--- config.mk ---
export PLATFORM = sky130hd
export DESIGN_NAME = token_scanner_flat
export DESIGN_NICKNAME = d
export VERILOG_FILES = /design/src/rtl/tsc_pkg.sv /design/src/rtl/tsc_if.sv /design/src/rtl/tsc_front.sv /design/src/rtl/tsc_fifo.sv /design/src/rtl/tsc_back.sv /design/src/rtl/token_scanner.sv /design/src/flat_wrapper.sv
export VERILOG_INCLUDE_DIRS = /design/src /design/src/rtl
export SDC_FILE = /design/constraint.sdc
export NUM_CORES = 1
export LEC_CHECK = 0
export ABC_AREA = 0
export BUFFER_PORTS_ARGS = -buffer_cell sky130_fd_sc_hd__clkbuf_2
export CAP_MARGIN = 10
export CORE_ASPECT_RATIO = 1.4
export CORE_MARGIN = 2
export CORE_UTILIZATION = 47
export DETAILED_ROUTE_END_ITERATION = 10
export GPL_ROUTABILITY_DRIVEN = 0
export GPL_TIMING_DRIVEN = 0
export PLACE_DENSITY = 0.63
export REMOVE_ABC_BUFFERS = 1
export SETUP_SLACK_MARGIN = 0.3
export SYNTH_ARGS = -nofsm -noshare
export SYNTH_HDL_FRONTEND = slang
export SYNTH_SLANG_ARGS = --single-unit
--- constraint.sdc ---
create_clock -name clk -period 4.2 [get_ports clk]
set_input_delay 0.84 -clock clk [delete_from_list [all_inputs] [get_ports clk]]
set_output_delay 0.84 -clock clk [all_outputs]
set_load 0.05 [all_outputs]
--- src/rtl/assert_macros.svh ---
// ----------------------------------------------------------------------------
// Assertion macros
// Shared concurrent assertion forms; the including scope provides clk and
// arst_n.
// ----------------------------------------------------------------------------
`ifndef ASSERT_MACROS_SVH
`define ASSERT_MACROS_SVH

// Property must hold at every clock edge outside reset.
`define ASSERT_ALWAYS(lbl, expr, msg) \
	lbl: assert property (@(posedge clk) disable iff (!arst_n) (expr)) \
		else $error(msg);

// Same-cycle implication.
`define ASSERT_IMPLIES(lbl, ante, cons, msg) \
	lbl: assert property (@(posedge clk) disable iff (!arst_n) (ante) |-> (cons)) \
		else $error(msg);

// Next-cycle implication.
`define ASSERT_NEXT(lbl, ante, cons, msg) \
	lbl: assert property (@(posedge clk) disable iff (!arst_n) (ante) |=> (cons)) \
		else $error(msg);

`endif

--- src/rtl/tsc_pkg.sv ---
// ----------------------------------------------------------------------------
// tsc_pkg
// Types, constants and character helpers of the token scanner.
// ----------------------------------------------------------------------------
`default_nettype none

package tsc_pkg;

	// Position counter width (8..32).
	localparam int POS_WIDTH = 16;
	localparam int LEN_W     = POS_WIDTH + 1;
	localparam int CHAR_W    = 8;
	localparam int KIND_W    = 6;
	localparam int TOK_W     = 16;
	localparam int SAT_W     = (LEN_W > TOK_W) ? LEN_W : TOK_W;
	localparam logic [TOK_W-1:0] TOK_MAX = {TOK_W{1'b1}};

	localparam int QUEUE_DEPTH = 4;
	localparam int QUEUE_AW    = $clog2(QUEUE_DEPTH);
	localparam int QUEUE_CW    = $clog2(QUEUE_DEPTH + 1);

	// Token kinds
	localparam logic [KIND_W-1:0] KIND_NUMBER = KIND_W'(13);
	localparam logic [KIND_W-1:0] KIND_STRING = KIND_W'(14);
	localparam logic [KIND_W-1:0] KIND_IDENT  = KIND_W'(15);
	localparam logic [KIND_W-1:0] KIND_KW0    = KIND_W'(16);
	localparam logic [KIND_W-1:0] KIND_TERM   = KIND_W'(31);
	localparam logic [KIND_W-1:0] KIND_ERROR  = KIND_W'(32);

	// Characters
	localparam logic [CHAR_W-1:0] CH_NUL        = 8'h00;
	localparam logic [CHAR_W-1:0] CH_TAB        = 8'h09;
	localparam logic [CHAR_W-1:0] CH_NEWLINE    = 8'h0A;
	localparam logic [CHAR_W-1:0] CH_SPACE      = 8'h20;
	localparam logic [CHAR_W-1:0] CH_QUOTE      = 8'h22;
	localparam logic [CHAR_W-1:0] CH_DOT        = 8'h2E;
	localparam logic [CHAR_W-1:0] CH_UNDERSCORE = 8'h5F;

	localparam int NPUNCT = 13;
	localparam logic [CHAR_W-1:0] PUNCT_CHARS [NPUNCT] = '{
		":", ";", ",", "+", "-", "*", "/", "%", "(", ")", "[", "]", "="
	};

	// Keywords, padded to nine characters; first char in the top byte.
	localparam int NKW    = 15;
	localparam int KW_MAX = 9;
	localparam logic [8*KW_MAX-1:0] KW_TEXT [NKW] = '{
		"begin    ", "end      ", "and      ", "or       ", "create   ",
		"print    ", "if       ", "endif    ", "ifbody   ", "else     ",
		"do       ", "not      ", "while    ", "whilebody", "endwhile "
	};
	localparam logic [3:0] KW_LEN [NKW] = '{
		4'd5, 4'd3, 4'd3, 4'd2, 4'd6, 4'd5, 4'd2, 4'd5,
		4'd6, 4'd4, 4'd2, 4'd3, 4'd5, 4'd9, 4'd8
	};
	localparam logic [NKW-1:0] KW_ALL = {NKW{1'b1}};

	typedef struct packed {
		logic [KIND_W-1:0] kind;
		logic [TOK_W-1:0]  start;
		logic [TOK_W-1:0]  length;
	} token_t;

	// Tokens caused by one byte; tok0 always holds the first.
	typedef struct packed {
		logic   two;
		token_t tok0;
		token_t tok1;
	} run_t;

	typedef struct packed {
		logic       hit;
		logic [3:0] code;
	} punct_t;

	function automatic logic is_digit(input logic [CHAR_W-1:0] c);
		return (c >= "0") && (c <= "9");
	endfunction

	function automatic logic is_alpha(input logic [CHAR_W-1:0] c);
		return ((c >= "a") && (c <= "z")) || ((c >= "A") && (c <= "Z"));
	endfunction

	function automatic logic is_blank(input logic [CHAR_W-1:0] c);
		return (c == CH_SPACE) || (c == CH_TAB) || (c == CH_NEWLINE);
	endfunction

	function automatic punct_t punct_lookup(input logic [CHAR_W-1:0] c);
		punct_t r;
		r = '0;
		for (int i = 0; i < NPUNCT; i++) begin
			if (PUNCT_CHARS[i] == c) begin
				r.hit  = 1'b1;
				r.code = 4'(i);
			end
		end
		return r;
	endfunction

	function automatic logic [CHAR_W-1:0] kw_char(input int k, input logic [3:0] idx);
		logic [CHAR_W-1:0] r;
		r = '0;
		for (int j = 0; j < KW_MAX; j++) begin
			if (idx == 4'(j))
				r = KW_TEXT[k][8*(KW_MAX-1-j) +: 8];
		end
		return r;
	endfunction

	// Keep only keywords whose char at idx matches c.
	function automatic logic [NKW-1:0] narrow(input logic [NKW-1:0] mask,
			input logic [3:0] idx, input logic [CHAR_W-1:0] c);
		logic [NKW-1:0] keep;
		keep = '0;
		for (int k = 0; k < NKW; k++)
			keep[k] = mask[k] && (idx < KW_LEN[k]) && (kw_char(k, idx) == c);
		return keep;
	endfunction

	// Lowest-numbered surviving keyword of matching length, else identifier.
	function automatic logic [KIND_W-1:0] ident_kind(input logic [NKW-1:0] mask,
			input logic [3:0] seen);
		logic [KIND_W-1:0] kind;
		kind = KIND_IDENT;
		for (int k = NKW - 1; k >= 0; k--) begin
			if (mask[k] && (KW_LEN[k] == seen))
				kind = KIND_KW0 + KIND_W'(k);
		end
		return kind;
	endfunction

	function automatic logic [TOK_W-1:0] sat_field(input logic [LEN_W-1:0] v);
		logic [SAT_W-1:0] w;
		w = SAT_W'(v);
		return (w > SAT_W'(TOK_MAX)) ? TOK_MAX : w[TOK_W-1:0];
	endfunction

	function automatic token_t make_tok(input logic [KIND_W-1:0] kind,
			input logic [POS_WIDTH-1:0] start, input logic [LEN_W-1:0] len);
		token_t t;
		t.kind   = kind;
		t.start  = sat_field(LEN_W'(start));
		t.length = sat_field(len);
		return t;
	endfunction

endpackage

`default_nettype wire

--- src/rtl/tsc_if.sv ---
// ----------------------------------------------------------------------------
// tsc_if
// Valid/ready channels of the token scanner: source bytes in, tokens out.
// ----------------------------------------------------------------------------
`default_nettype none

interface tsc_byte_if;
	logic                        valid;
	logic                        ready;
	logic [tsc_pkg::CHAR_W-1:0]  char_code;

	modport source (output valid, output char_code, input ready);
	modport sink   (input valid, input char_code, output ready);
endinterface

interface tsc_token_if;
	logic                        valid;
	logic                        ready;
	logic [tsc_pkg::KIND_W-1:0]  token_kind;
	logic [tsc_pkg::TOK_W-1:0]   token_start;
	logic [tsc_pkg::TOK_W-1:0]   token_len;
	logic                        last_of_run;

	modport source (output valid, output token_kind, output token_start,
		output token_len, output last_of_run, input ready);
	modport sink   (input valid, input token_kind, input token_start,
		input token_len, input last_of_run, output ready);
endinterface

`default_nettype wire

--- src/rtl/tsc_front.sv ---
// ----------------------------------------------------------------------------
// tsc_front
// Scan state machine: takes one byte a cycle while the queue has space,
// classifies it and pushes the tokens it closes as one run into the queue.
// ----------------------------------------------------------------------------
`default_nettype none
`include "assert_macros.svh"

module tsc_front (
	input  wire logic           clk,
	input  wire logic           arst_n,
	tsc_byte_if.sink            chars,
	input  wire logic           space,
	output logic                push,
	output tsc_pkg::run_t       push_run
);

	typedef enum logic [6:0] {
		M_IDLE  = 7'b0000001,
		M_INT   = 7'b0000010,
		M_DOT   = 7'b0000100,
		M_FRAC  = 7'b0001000,
		M_STR   = 7'b0010000,
		M_IDENT = 7'b0100000,
		M_HALT  = 7'b1000000
	} mode_t;

	mode_t                           mode_q, mode_d;
	logic [tsc_pkg::POS_WIDTH-1:0]   pos_q, pos_d;
	logic [tsc_pkg::POS_WIDTH-1:0]   begin_q, begin_d;
	logic [tsc_pkg::NKW-1:0]         cand_q, cand_d;
	logic [3:0]                      seen_q, seen_d;

	logic [tsc_pkg::CHAR_W-1:0]      c;
	logic                            accept;
	logic                            digit, ident_ch;
	tsc_pkg::punct_t                 pc;
	logic [tsc_pkg::LEN_W-1:0]       span;

	// between-token scan of the current byte
	logic                            i_v, i_open, i_ident, use_idle;
	mode_t                           i_mode;
	tsc_pkg::token_t                 i_tok;

	logic                            t0_v, t1_v;
	tsc_pkg::token_t                 t0, t1;

	assign c        = chars.char_code;
	assign accept   = chars.valid && chars.ready;
	assign chars.ready = space;

	always_comb begin
		digit    = tsc_pkg::is_digit(c);
		ident_ch = tsc_pkg::is_alpha(c) || digit || (c == tsc_pkg::CH_UNDERSCORE);
		pc       = tsc_pkg::punct_lookup(c);
		span     = tsc_pkg::LEN_W'(pos_q) - tsc_pkg::LEN_W'(begin_q);

		i_v     = 1'b0;
		i_tok   = '0;
		i_mode  = M_IDLE;
		i_open  = 1'b0;
		i_ident = 1'b0;
		if (c == tsc_pkg::CH_NUL) begin
			i_v   = 1'b1;
			i_tok = tsc_pkg::make_tok(tsc_pkg::KIND_TERM, pos_q, '0);
		end else if (tsc_pkg::is_blank(c)) begin
			i_v = 1'b0;
		end else if (pc.hit) begin
			i_v   = 1'b1;
			i_tok = tsc_pkg::make_tok(tsc_pkg::KIND_W'(pc.code), pos_q,
				tsc_pkg::LEN_W'(1));
		end else if (digit) begin
			i_mode = M_INT;
			i_open = 1'b1;
		end else if (c == tsc_pkg::CH_QUOTE) begin
			i_mode = M_STR;
			i_open = 1'b1;
		end else if (tsc_pkg::is_alpha(c) || (c == tsc_pkg::CH_UNDERSCORE)) begin
			i_mode  = M_IDENT;
			i_open  = 1'b1;
			i_ident = 1'b1;
		end else begin
			i_mode = M_HALT;
			i_v    = 1'b1;
			i_tok  = tsc_pkg::make_tok(tsc_pkg::KIND_ERROR, pos_q, tsc_pkg::LEN_W'(1));
		end

		mode_d   = mode_q;
		begin_d  = begin_q;
		cand_d   = cand_q;
		seen_d   = seen_q;
		t0_v     = 1'b0;
		t0       = '0;
		use_idle = 1'b0;

		case (mode_q)
			M_INT: begin
				if (c == tsc_pkg::CH_DOT) begin
					mode_d = M_DOT;
				end else if (!digit) begin
					t0_v     = 1'b1;
					t0       = tsc_pkg::make_tok(tsc_pkg::KIND_NUMBER, begin_q, span);
					use_idle = 1'b1;
				end
			end
			M_DOT: begin
				if (digit) begin
					mode_d = M_FRAC;
				end else begin
					// dot with no digit after it
					mode_d = M_HALT;
					t0_v   = 1'b1;
					t0     = tsc_pkg::make_tok(tsc_pkg::KIND_ERROR,
						(pos_q != '0) ? pos_q - 1'b1 : '0, tsc_pkg::LEN_W'(1));
				end
			end
			M_FRAC: begin
				if (!digit) begin
					t0_v     = 1'b1;
					t0       = tsc_pkg::make_tok(tsc_pkg::KIND_NUMBER, begin_q, span);
					use_idle = 1'b1;
				end
			end
			M_STR: begin
				if (c == tsc_pkg::CH_QUOTE) begin
					mode_d = M_IDLE;
					t0_v   = 1'b1;
					t0     = tsc_pkg::make_tok(tsc_pkg::KIND_STRING, begin_q,
						span + tsc_pkg::LEN_W'(1));
				end else if (c == tsc_pkg::CH_NUL) begin
					// unterminated string
					mode_d = M_HALT;
					t0_v   = 1'b1;
					t0     = tsc_pkg::make_tok(tsc_pkg::KIND_ERROR, pos_q,
						tsc_pkg::LEN_W'(1));
				end
			end
			M_IDENT: begin
				if (ident_ch) begin
					cand_d = tsc_pkg::narrow(cand_q, seen_q, c);
					seen_d = (seen_q != 4'hF) ? seen_q + 4'd1 : seen_q;
				end else begin
					t0_v     = 1'b1;
					t0       = tsc_pkg::make_tok(tsc_pkg::ident_kind(cand_q, seen_q),
						begin_q, span);
					use_idle = 1'b1;
				end
			end
			M_HALT: begin
				mode_d = M_HALT;
			end
			M_IDLE: begin
				use_idle = 1'b1;
			end
			default: begin
				use_idle = 1'b1;
			end
		endcase

		t1_v = 1'b0;
		t1   = i_tok;
		if (use_idle) begin
			mode_d = i_mode;
			t1_v   = i_v;
			if (i_open)
				begin_d = pos_q;
			if (i_ident) begin
				cand_d = tsc_pkg::narrow(tsc_pkg::KW_ALL, 4'd0, c);
				seen_d = 4'd1;
			end
		end

		pos_d = pos_q;
		if ((mode_d != M_HALT) && (pos_q != '1))
			pos_d = pos_q + 1'b1;

		push          = accept && (t0_v || t1_v);
		push_run.two  = t0_v && t1_v;
		push_run.tok0 = t0_v ? t0 : t1;
		push_run.tok1 = t1;
	end

	always_ff @(posedge clk or negedge arst_n) begin
		if (!arst_n) begin
			mode_q  <= M_IDLE;
			pos_q   <= '0;
			begin_q <= '0;
			cand_q  <= tsc_pkg::KW_ALL;
			seen_q  <= '0;
		end else if (accept) begin
			mode_q  <= mode_d;
			pos_q   <= pos_d;
			begin_q <= begin_d;
			cand_q  <= cand_d;
			seen_q  <= seen_d;
		end
	end

	`ASSERT_IMPLIES(a_halt_silent, mode_q == M_HALT, !push, "token pushed while halted")
	`ASSERT_NEXT(a_halt_frozen, mode_q == M_HALT, $stable(pos_q) && (mode_q == M_HALT),
		"position or mode moved while halted")

endmodule

`default_nettype wire

--- src/rtl/tsc_fifo.sv ---
// ----------------------------------------------------------------------------
// tsc_fifo
// Short run queue between scanner and token output.
// ----------------------------------------------------------------------------
`default_nettype none
`include "assert_macros.svh"

module tsc_fifo (
	input  wire logic           clk,
	input  wire logic           arst_n,
	input  wire logic           push,
	input  wire tsc_pkg::run_t  push_run,
	output logic                space,
	input  wire logic           pop,
	output tsc_pkg::run_t       head,
	output logic                avail
);

	tsc_pkg::run_t                  mem_q [tsc_pkg::QUEUE_DEPTH];
	logic [tsc_pkg::QUEUE_AW-1:0]   wr_ptr_q, rd_ptr_q;
	logic [tsc_pkg::QUEUE_CW-1:0]   count_q;
	logic                           do_pop;

	localparam logic [tsc_pkg::QUEUE_AW-1:0] LAST_SLOT =
		tsc_pkg::QUEUE_AW'(tsc_pkg::QUEUE_DEPTH - 1);

	assign space  = count_q != tsc_pkg::QUEUE_CW'(tsc_pkg::QUEUE_DEPTH);
	assign avail  = count_q != '0;
	assign head   = mem_q[rd_ptr_q];
	assign do_pop = pop && avail;

	always_ff @(posedge clk) begin
		if (push)
			mem_q[wr_ptr_q] <= push_run;
	end

	always_ff @(posedge clk or negedge arst_n) begin
		if (!arst_n) begin
			wr_ptr_q <= '0;
			rd_ptr_q <= '0;
			count_q  <= '0;
		end else begin
			if (push)
				wr_ptr_q <= (wr_ptr_q == LAST_SLOT) ? '0 : wr_ptr_q + 1'b1;
			if (do_pop)
				rd_ptr_q <= (rd_ptr_q == LAST_SLOT) ? '0 : rd_ptr_q + 1'b1;
			if (push && !do_pop)
				count_q <= count_q + 1'b1;
			else if (do_pop && !push)
				count_q <= count_q - 1'b1;
		end
	end

	`ASSERT_IMPLIES(a_no_overflow, push, space, "run pushed into full queue")

endmodule

`default_nettype wire

--- src/rtl/tsc_back.sv ---
// ----------------------------------------------------------------------------
// tsc_back
// Unpacks queued runs onto the token channel, one token per word.
// ----------------------------------------------------------------------------
`default_nettype none
`include "assert_macros.svh"

module tsc_back (
	input  wire logic           clk,
	input  wire logic           arst_n,
	input  wire logic           avail,
	input  wire tsc_pkg::run_t  head,
	output logic                pop,
	tsc_token_if.source         tokens
);

	logic            sel_q;
	logic            take;
	tsc_pkg::token_t cur;

	assign cur  = sel_q ? head.tok1 : head.tok0;
	assign take = tokens.valid && tokens.ready;
	assign pop  = take && (!head.two || sel_q);

	assign tokens.valid       = avail;
	assign tokens.token_kind  = cur.kind;
	assign tokens.token_start = cur.start;
	assign tokens.token_len   = cur.length;
	assign tokens.last_of_run = sel_q || !head.two;

	always_ff @(posedge clk or negedge arst_n) begin
		if (!arst_n)
			sel_q <= 1'b0;
		else if (take)
			sel_q <= head.two && !sel_q;
	end

	`ASSERT_IMPLIES(a_sel_two, sel_q, avail && head.two,
		"second token selected without a two-token run")

endmodule

`default_nettype wire

--- src/rtl/token_scanner.sv ---
// ----------------------------------------------------------------------------
// token_scanner
// Streaming lexer: source bytes in, tokens (kind, start, length) out.
// ----------------------------------------------------------------------------
//
//  channel   dir  payload                                        width
//  chars     in   char_code                                      8
//  tokens    out  token_kind, token_start, token_len,            6/16/16/1
//                 last_of_run
//
//  Cycles: one byte word accepted per clock while the run queue has a free
//          slot; each byte closes zero, one or two tokens, pushed as one run.
//  Tokens leave one word per clock from the queue head while tokens.ready
//          is high; a byte that closes two tokens takes two output words.
//  Output: a closed token is written into the run queue as its byte is taken.
//  Stalls: chars.ready depends only on queue occupancy (four runs deep), never
//          combinationally on tokens.ready.
//  Reset: arst_n clears scan state and queue pointers; no clearing pass.
//
`default_nettype none

module token_scanner (
	input  wire logic   clk,
	input  wire logic   arst_n,
	tsc_byte_if.sink    chars,
	tsc_token_if.source tokens
);

	// front -> queue
	logic          push;
	tsc_pkg::run_t push_run;
	logic          space;

	// queue -> back
	tsc_pkg::run_t head;
	logic          avail;
	logic          pop;

	// Scanner state machine: modes, position counter, keyword candidate mask.
	tsc_front u_front (
		.clk      (clk),
		.arst_n   (arst_n),
		.chars    (chars),
		.space    (space),
		.push     (push),
		.push_run (push_run)
	);

	// Decouples scanning from output back-pressure.
	tsc_fifo u_fifo (
		.clk      (clk),
		.arst_n   (arst_n),
		.push     (push),
		.push_run (push_run),
		.space    (space),
		.pop      (pop),
		.head     (head),
		.avail    (avail)
	);

	// Serialises each run; flags the last token of a run.
	tsc_back u_back (
		.clk    (clk),
		.arst_n (arst_n),
		.avail  (avail),
		.head   (head),
		.pop    (pop),
		.tokens (tokens)
	);

endmodule

`default_nettype wire

--- src/flat_wrapper.sv ---
// flat-port wrapper written by rule: the top's interface ports become plain ports
module token_scanner_flat 
  (clk, arst_n, chars_valid, chars_char_code, chars_ready, tokens_valid, tokens_token_kind, tokens_token_start, tokens_token_len, tokens_last_of_run, tokens_ready);
  tsc_byte_if chars_i ();
  tsc_token_if tokens_i ();
  input  wire logic clk;
  input  wire logic arst_n;
  input wire logic [$bits(chars_i.valid)-1:0] chars_valid;
  input wire logic [$bits(chars_i.char_code)-1:0] chars_char_code;
  output wire logic [$bits(chars_i.ready)-1:0] chars_ready;
  output wire logic [$bits(tokens_i.valid)-1:0] tokens_valid;
  output wire logic [$bits(tokens_i.token_kind)-1:0] tokens_token_kind;
  output wire logic [$bits(tokens_i.token_start)-1:0] tokens_token_start;
  output wire logic [$bits(tokens_i.token_len)-1:0] tokens_token_len;
  output wire logic [$bits(tokens_i.last_of_run)-1:0] tokens_last_of_run;
  input wire logic [$bits(tokens_i.ready)-1:0] tokens_ready;
  assign chars_i.valid = chars_valid;
  assign chars_i.char_code = chars_char_code;
  assign chars_ready = chars_i.ready;
  assign tokens_valid = tokens_i.valid;
  assign tokens_token_kind = tokens_i.token_kind;
  assign tokens_token_start = tokens_i.token_start;
  assign tokens_token_len = tokens_i.token_len;
  assign tokens_last_of_run = tokens_i.last_of_run;
  assign tokens_i.ready = tokens_ready;
  token_scanner u_core (.clk(clk), .arst_n(arst_n), .chars(chars_i), .tokens(tokens_i));
endmodule
# Word level (Yosys, flattened, before mapping)
# Memory sizes are Yosys's and may differ from the RTL's.
# Index checks and enable logic that the tools add are counted.
# word_totals
reg_bits	66
ramBits	308
output_inout_bits	41
elab_cells	453
memories	1
# mem_list
name	words	word_bits	rd	rd_clocked_by_memory_dff	wr	line	rtl
u_core.u_fifo.mem_q	4	77	1	0	1	tsc_fifo.sv:19	tsc_pkg::run_t mem_q [tsc_pkg::QUEUE_DEPTH];
# classes
add_sub_neg	9
n_lt_le_gt_ge	15
eq_ne	71
mux	269
n_reduce_logical	79
# op_table
op	count
two-way mux 8 bit	160
two-way mux 38 bit	12
== test 8 bit	25
case mux 38 bit (5 select lines)	1
two-way mux 7 bit	22
== test 6 x 8 -> 1 bit, first input constant	11
two-way mux 6 bit	14
two-way mux 36 bit	2
two-way mux 5 bit	14
two-way mux 15 bit	4
logical AND 1 bit	58
two-way mux 16 bit	3
> comparator 17 x 16 -> 1 bit, second input constant	2
case mux 7 bit (4 select lines)	1
two-way mux 1 bit	25
== test 8 x 6 -> 1 bit, second input constant	3
two-way mux 4 bit	5
adder 17 x 1 -> 17 bit, second input constant	1
subtractor 16 x 16 -> 17 bit	1
adder 16 x 1 -> 16 bit, second input constant	1
== test 4 x 3 -> 1 bit, second input constant	4
== test 7 x 8 -> 1 bit, first input constant	2
== test 8 x 4 -> 1 bit, second input constant	2
greater-or-equal comparator 8 x 7 -> 1 bit, second input constant	2
43 further kinds	68

# Logic depth before layout (Yosys ltp)
# logic_depth
word_depth	24
mapped_depth	20

# Cells and area by module
# Synthesis repeated with hierarchy kept, for this count alone.
# hier_totals
hier_cells	1500
hier_area_um2	19322.3
# by_module_without_submodules
mod	n_inst	cells_each	area_each_um2
tsc_fifo	1	441	11529.8
tsc_front	1	1010	7273.2
tsc_back	1	49	519.2

# Worst setup path before layout
# No wires, ideal clock.
# synth_timing
kind	input to register
start	in chars_char_code[3]
end	mem u_core.u_fifo.mem_q[0][0] (netlist bit), enable pin
arrival_time_ps	4352
slack_ps	-579
cell_stages	10
n_path_buf	1
path_cell_list	nor2_1 > o2bb2a_1 > o211ai_1 > nand2_1 > nor2_1 > clkbuf_1 > and2_1 > o21ai_0 > a21oi_1 > and2_1
# synth_via
elab_chain_len	22
# synth_rtl
item	line	rtl
from (decl)	flat_wrapper.sv:9	input wire logic [$bits(chars_i.char_code)-1:0] chars_char_code;
== test 6 x 8 -> 1 bit	tsc_pkg.sv:92	if (PUNCT_CHARS[i] == c) begin
two-way mux 5 bit (13 in a row)	tsc_pkg.sv:92	
two-way mux 1 bit	tsc_front.sv:68	end else if (pc.hit) begin
two-way mux 1 bit	tsc_front.sv:66	end else if (tsc_pkg::is_blank(c)) begin
two-way mux 1 bit	tsc_front.sv:63	if (c == tsc_pkg::CH_NUL) begin
two-way mux 1 bit	tsc_front.sv:162	if (use_idle) begin
logical OR 1 bit (*)	tsc_front.sv:177	push = accept && (t0_v || t1_v);
logical AND 1 bit (*)	tsc_front.sv:177	
net u_core.push	token_scanner.sv:30	logic push;
two-way mux 1 bit (*)	tsc_fifo.sv:33	if (push)
two-way mux 1 bit (not written as such) (*)	tsc_fifo.sv:34	mem_q[wr_ptr_q] <= push_run;
to (decl)	tsc_fifo.sv:19	
# Mark *: on every way through the listed nets, which the timed path passes. The rest lies on a longest branch.

==> reports/summary.md <==
The flow ran to the end, but the final reports show violations. The checks that failed: setup timing. The synthesized design contains 248 enable-type register cells. The global router's overall resource usage is 22.9%, and the wire length per cell is 22.0 um. Of all nets on the critical path, the largest fanout is 5. The run gives 0 as the antenna diode count. For the pin with the worst max-slew slack, the measured transition is 1.23 ns. The total area inside the core boundary comes to 0.0358 mm2. Once the floorplan was initialized, standard cells occupied 47.6% of the core. The logs give 0.56 ns for the clock latency on the worst-skew pair and 40 for the final count of negative-setup-slack endpoints. The residual overflow from global routing is 0, and the data required time of the worst path is 4.56 ns. The count of buffers added on input and output ports is 52. The boundary pin count came out at 53.

Summing every instance area after synthesis gives 0.0170 mm2. Post-layout worst setup margin: -0.0558 ns. The layout overhead on the synthesized area works out to 14.9%. Dividing total power by cell area gives a power density of 802 mW/mm2.

The sort of element at the end of the critical path is a flip-flop. The run gives 1 as the number of H-tree levels. The number of nets with antenna violations after detailed routing is 0. After filler insertion, the fill cell instance count of the layout stands at 3009.

Each instance of the synthesized netlist takes up on average 12.1 um2. The flip-flop and latch count after synthesis is 314. Of the synthesized area, sequential elements account for 53.5%.

TritonCTS created 29 clock buffers. Setup total negative slack on the finished layout was measured at -1.08 ns. The run gives 3 as the clock tree buffer depth.

The peak supply drop was 0.000445 V. The type of origin of the critical path is a flip-flop. The number of different library cells used by synthesis comes to 99. The global-route wire length before repair was 66800 um; the row count was 82. The routed layout has 11700 vias. The number of violations reported at the end of detailed-routing iteration 0 was 784; the clock skew after layout was 0.0184 ns. The tree is rooted in a sky130_fd_sc_hd__clkbuf_16. The clock net in this run drives a total of 314 sinks. TritonCTS built the clock tree. After layout, the worst path uses 101% of the clock period. During synthesis, Yosys emitted a total of 0 warnings. The multi-input gate area in the final layout is 0.00793 mm2, and the die outline height is 229 um. At the end of the flow, the number of nets in the layout was 1500. In this run the tightest slew margin relative to its limit is 17.2%. By startpoint and endpoint, the worst setup path is classified as reg2reg.

Number of optimization iterations in the first detailed-route pass: 5. The initial antenna violation count was 0; the per-cell via count in the routed design was 6.04. Summing all flip-flop and latch instances after layout gives 0.00914 mm2. In the layout the commonest cells are 248 x sky130_fd_sc_hd__edfxtp_1, 117 x sky130_fd_sc_hd__nand2_1, 75 x sky130_fd_sc_hd__nor2_1. Across the run, the number of max-cap violations was 0. After clock tree synthesis, the flow added hold-fix buffers numbering 0.

After detailed routing, the total wire length is 42700 um. The largest net degree at the start of global routing was 59. The most used flip-flop cell after synthesis is sky130_fd_sc_hd__edfxtp_1. The final number of hold-violating endpoints came out at 0.

The post-route netlist has 25.3% of its cells at a drive strength greater than 1. Data on the critical path arrives at its endpoint at 4.62 ns. After layout, the minimum clock period comes to 4.26 ns. Summed over all cells, the static leakage comes to 6.92 nW. The tools report the via count of the first global-routing pass as 11900. Setup repair after global routing could not meet its margin everywhere. Static timing analysis puts the maximum clock frequency at 0.235 GHz. The class of the tightest hold or removal check was in2async. The floorplan step defined a die boundary enclosing 0.0378 mm2. The end-of-flow core utilization was 54.7%. The floorplan step set the die width to 165 um. The clock slew at the register clock pins of the worst setup and hold paths is 0.07 ns, and the half-perimeter wire length after detailed placement is 27800 um. For the count of pins over their slew limit, the log shows 0.

The most frequent standard cell in the layout excluding fill and tap cells was sky130_fd_sc_hd__edfxtp_1. In the synthesized netlist, the number of instances is 1406. The remaining routing DRC violations came out at 0. After synthesis, the share of flip-flops with an asynchronous set or reset is 21.0%.
==> worst max-delay path, stage by stage, from the launching register on <==
cell	delay, ns
sky130_fd_sc_hd__dfrtp_1	0.42
sky130_fd_sc_hd__ha_4	0.18
sky130_fd_sc_hd__fa_2	0.36
sky130_fd_sc_hd__nand2b_4	0.17
sky130_fd_sc_hd__a21oi_4	0.21
sky130_fd_sc_hd__o21bai_4	0.13
sky130_fd_sc_hd__o21a_1	0.22
sky130_fd_sc_hd__nor3_4	0.21
sky130_fd_sc_hd__xnor2_2	0.13
sky130_fd_sc_hd__nor4_2	0.29
sky130_fd_sc_hd__ha_2	0.26
sky130_fd_sc_hd__o2111ai_2	0.11
sky130_fd_sc_hd__nor3_2	0.17
sky130_fd_sc_hd__nand4bb_1	0.21
sky130_fd_sc_hd__a2111o_1	0.38
sky130_fd_sc_hd__a221o_2	0.48
sky130_fd_sc_hd__o211ai_2	0.13
==> final timing paths <==
path | from | endpoint | cells past startpoint | slack [ns]
worst max register to register | u_core.u_front.begin_q[0] | u_core.u_fifo.mem_q[1][46] | 16 | -0.06
worst min-delay path | arst_n | u_core.u_back.sel_q | 1 | 0.16
worst max-delay path | u_core.u_front.begin_q[0] | u_core.u_fifo.mem_q[1][46] | 16 | -0.06
max in group asynchronous | arst_n | u_core.u_front.cand_q[13] | 2 | 3.41
min in group clk | u_core.u_front.cand_q[6] | u_core.u_front.cand_q[6] | 2 | 0.47
worst min register to register | u_core.u_front.cand_q[6] | u_core.u_front.cand_q[6] | 2 | 0.47
==> per-layer routing <==
metal	GRT usage, %	up-vias	routed length [um]
li1	-	5425	-
met1	27.1	5854	16400
met2	41.7	314	23200
met3	2.14	100	1470
met4	9.92	0	1720
met5	0	-	0
==> kinds of logic (layout without fill, tap and decap cells) <==
| family | count (synthesis) | count (layout) | synth area share, % |
|---|---|---|---|
| and+or+nand+nor | 453 | 455 | 13.8 |
| muxes | 105 | 105 | 11.0 |
| DFF | 314 | 314 | 53.5 |
| adders and majority gates | 35 | 35 | 2.66 |
| AOI/OAI and AO/OA | 285 | 286 | 11.3 |
| xor gates and xnor gates | 94 | 94 | 5.05 |
| buffers and inverters | 120 | 186 | 2.74 |
==> metrics by stage <==
step / std cells / power, mW / hold slack [ns] / setup slack (ns) / area (um2)
after detailed placement: 1848 / 12.0 / 0.459 / -2.10 / 17800
final: 1937 / 15.7 / 0.159 / -0.0558 / 19600
after global placement: 1839 / 11.9 / 0.458 / -3.90 / 17600
after CTS: 1930 / 15.6 / 0.142 / -0.0443 / 19500
after floorplan: 1325 / 10.3 / 0.446 / -0.785 / 16700
after global routing: 1937 / 16.6 / 0.155 / -0.199 / 19600
==> Yosys cell counts (28+ instances only) <==
cell type	instances	area [um2]
sky130_fd_sc_hd__nand2_1	125	469
sky130_fd_sc_hd__nor2b_1	28	175
sky130_fd_sc_hd__dfrtp_1	50	1250
sky130_fd_sc_hd__o21ai_0	74	370
sky130_fd_sc_hd__xnor2_1	56	490
sky130_fd_sc_hd__a21oi_1	76	380
sky130_fd_sc_hd__inv_1	37	139
sky130_fd_sc_hd__edfxtp_1	248	7450
sky130_fd_sc_hd__ha_1	33	413
sky130_fd_sc_hd__xor2_1	33	289
sky130_fd_sc_hd__nor2_1	80	300
sky130_fd_sc_hd__clkbuf_1	61	229
sky130_fd_sc_hd__mux2_2	38	428
sky130_fd_sc_hd__mux4_2	62	1400
sky130_fd_sc_hd__nand3_1	46	230
sky130_fd_sc_hd__nor3_1	36	180
==> state kept, by name, summed over array words and instances, names as in the netlist <==
name and flops:
u_core.u_front.begin_q 16, u_core.u_back.sel_q 1, u_core.u_fifo.mem_q 248, u_core.u_fifo.count_q 3
u_core.u_front.mode_q 7, u_core.u_front.cand_q 15, u_core.u_fifo.wr_ptr_q 2, u_core.u_front.pos_q 16
u_core.u_fifo.rd_ptr_q 2, u_core.u_front.seen_q 4
==> area by class of cell <==
type,count,share of cell area [%]
multi-input combinational,975,40.5
clock buffer,38,4.03
inverter,39,0.747
tap,462,2.95
timing repair buffer,94,4.15
clock inverter,15,0.977
sequential,314,46.7
==> power breakdown <==
part           switching (mW)  internal, mW  total, mW
clock                    1.13          1.57       2.71
combinational            5.14          3.41       8.55
sequential              0.366          4.08       4.44
total                    6.64          9.06       15.7
==> repair_timing <==
action                                  4_1_cts  5_1_grt
endpoints found under the setup margin      450      287
cloned                                        4        0
pin swaps                                    28       13
gates resized for setup                      88       24
setup buffers                                25        7
No activity file was read; power rests on OpenSTA's default activity.
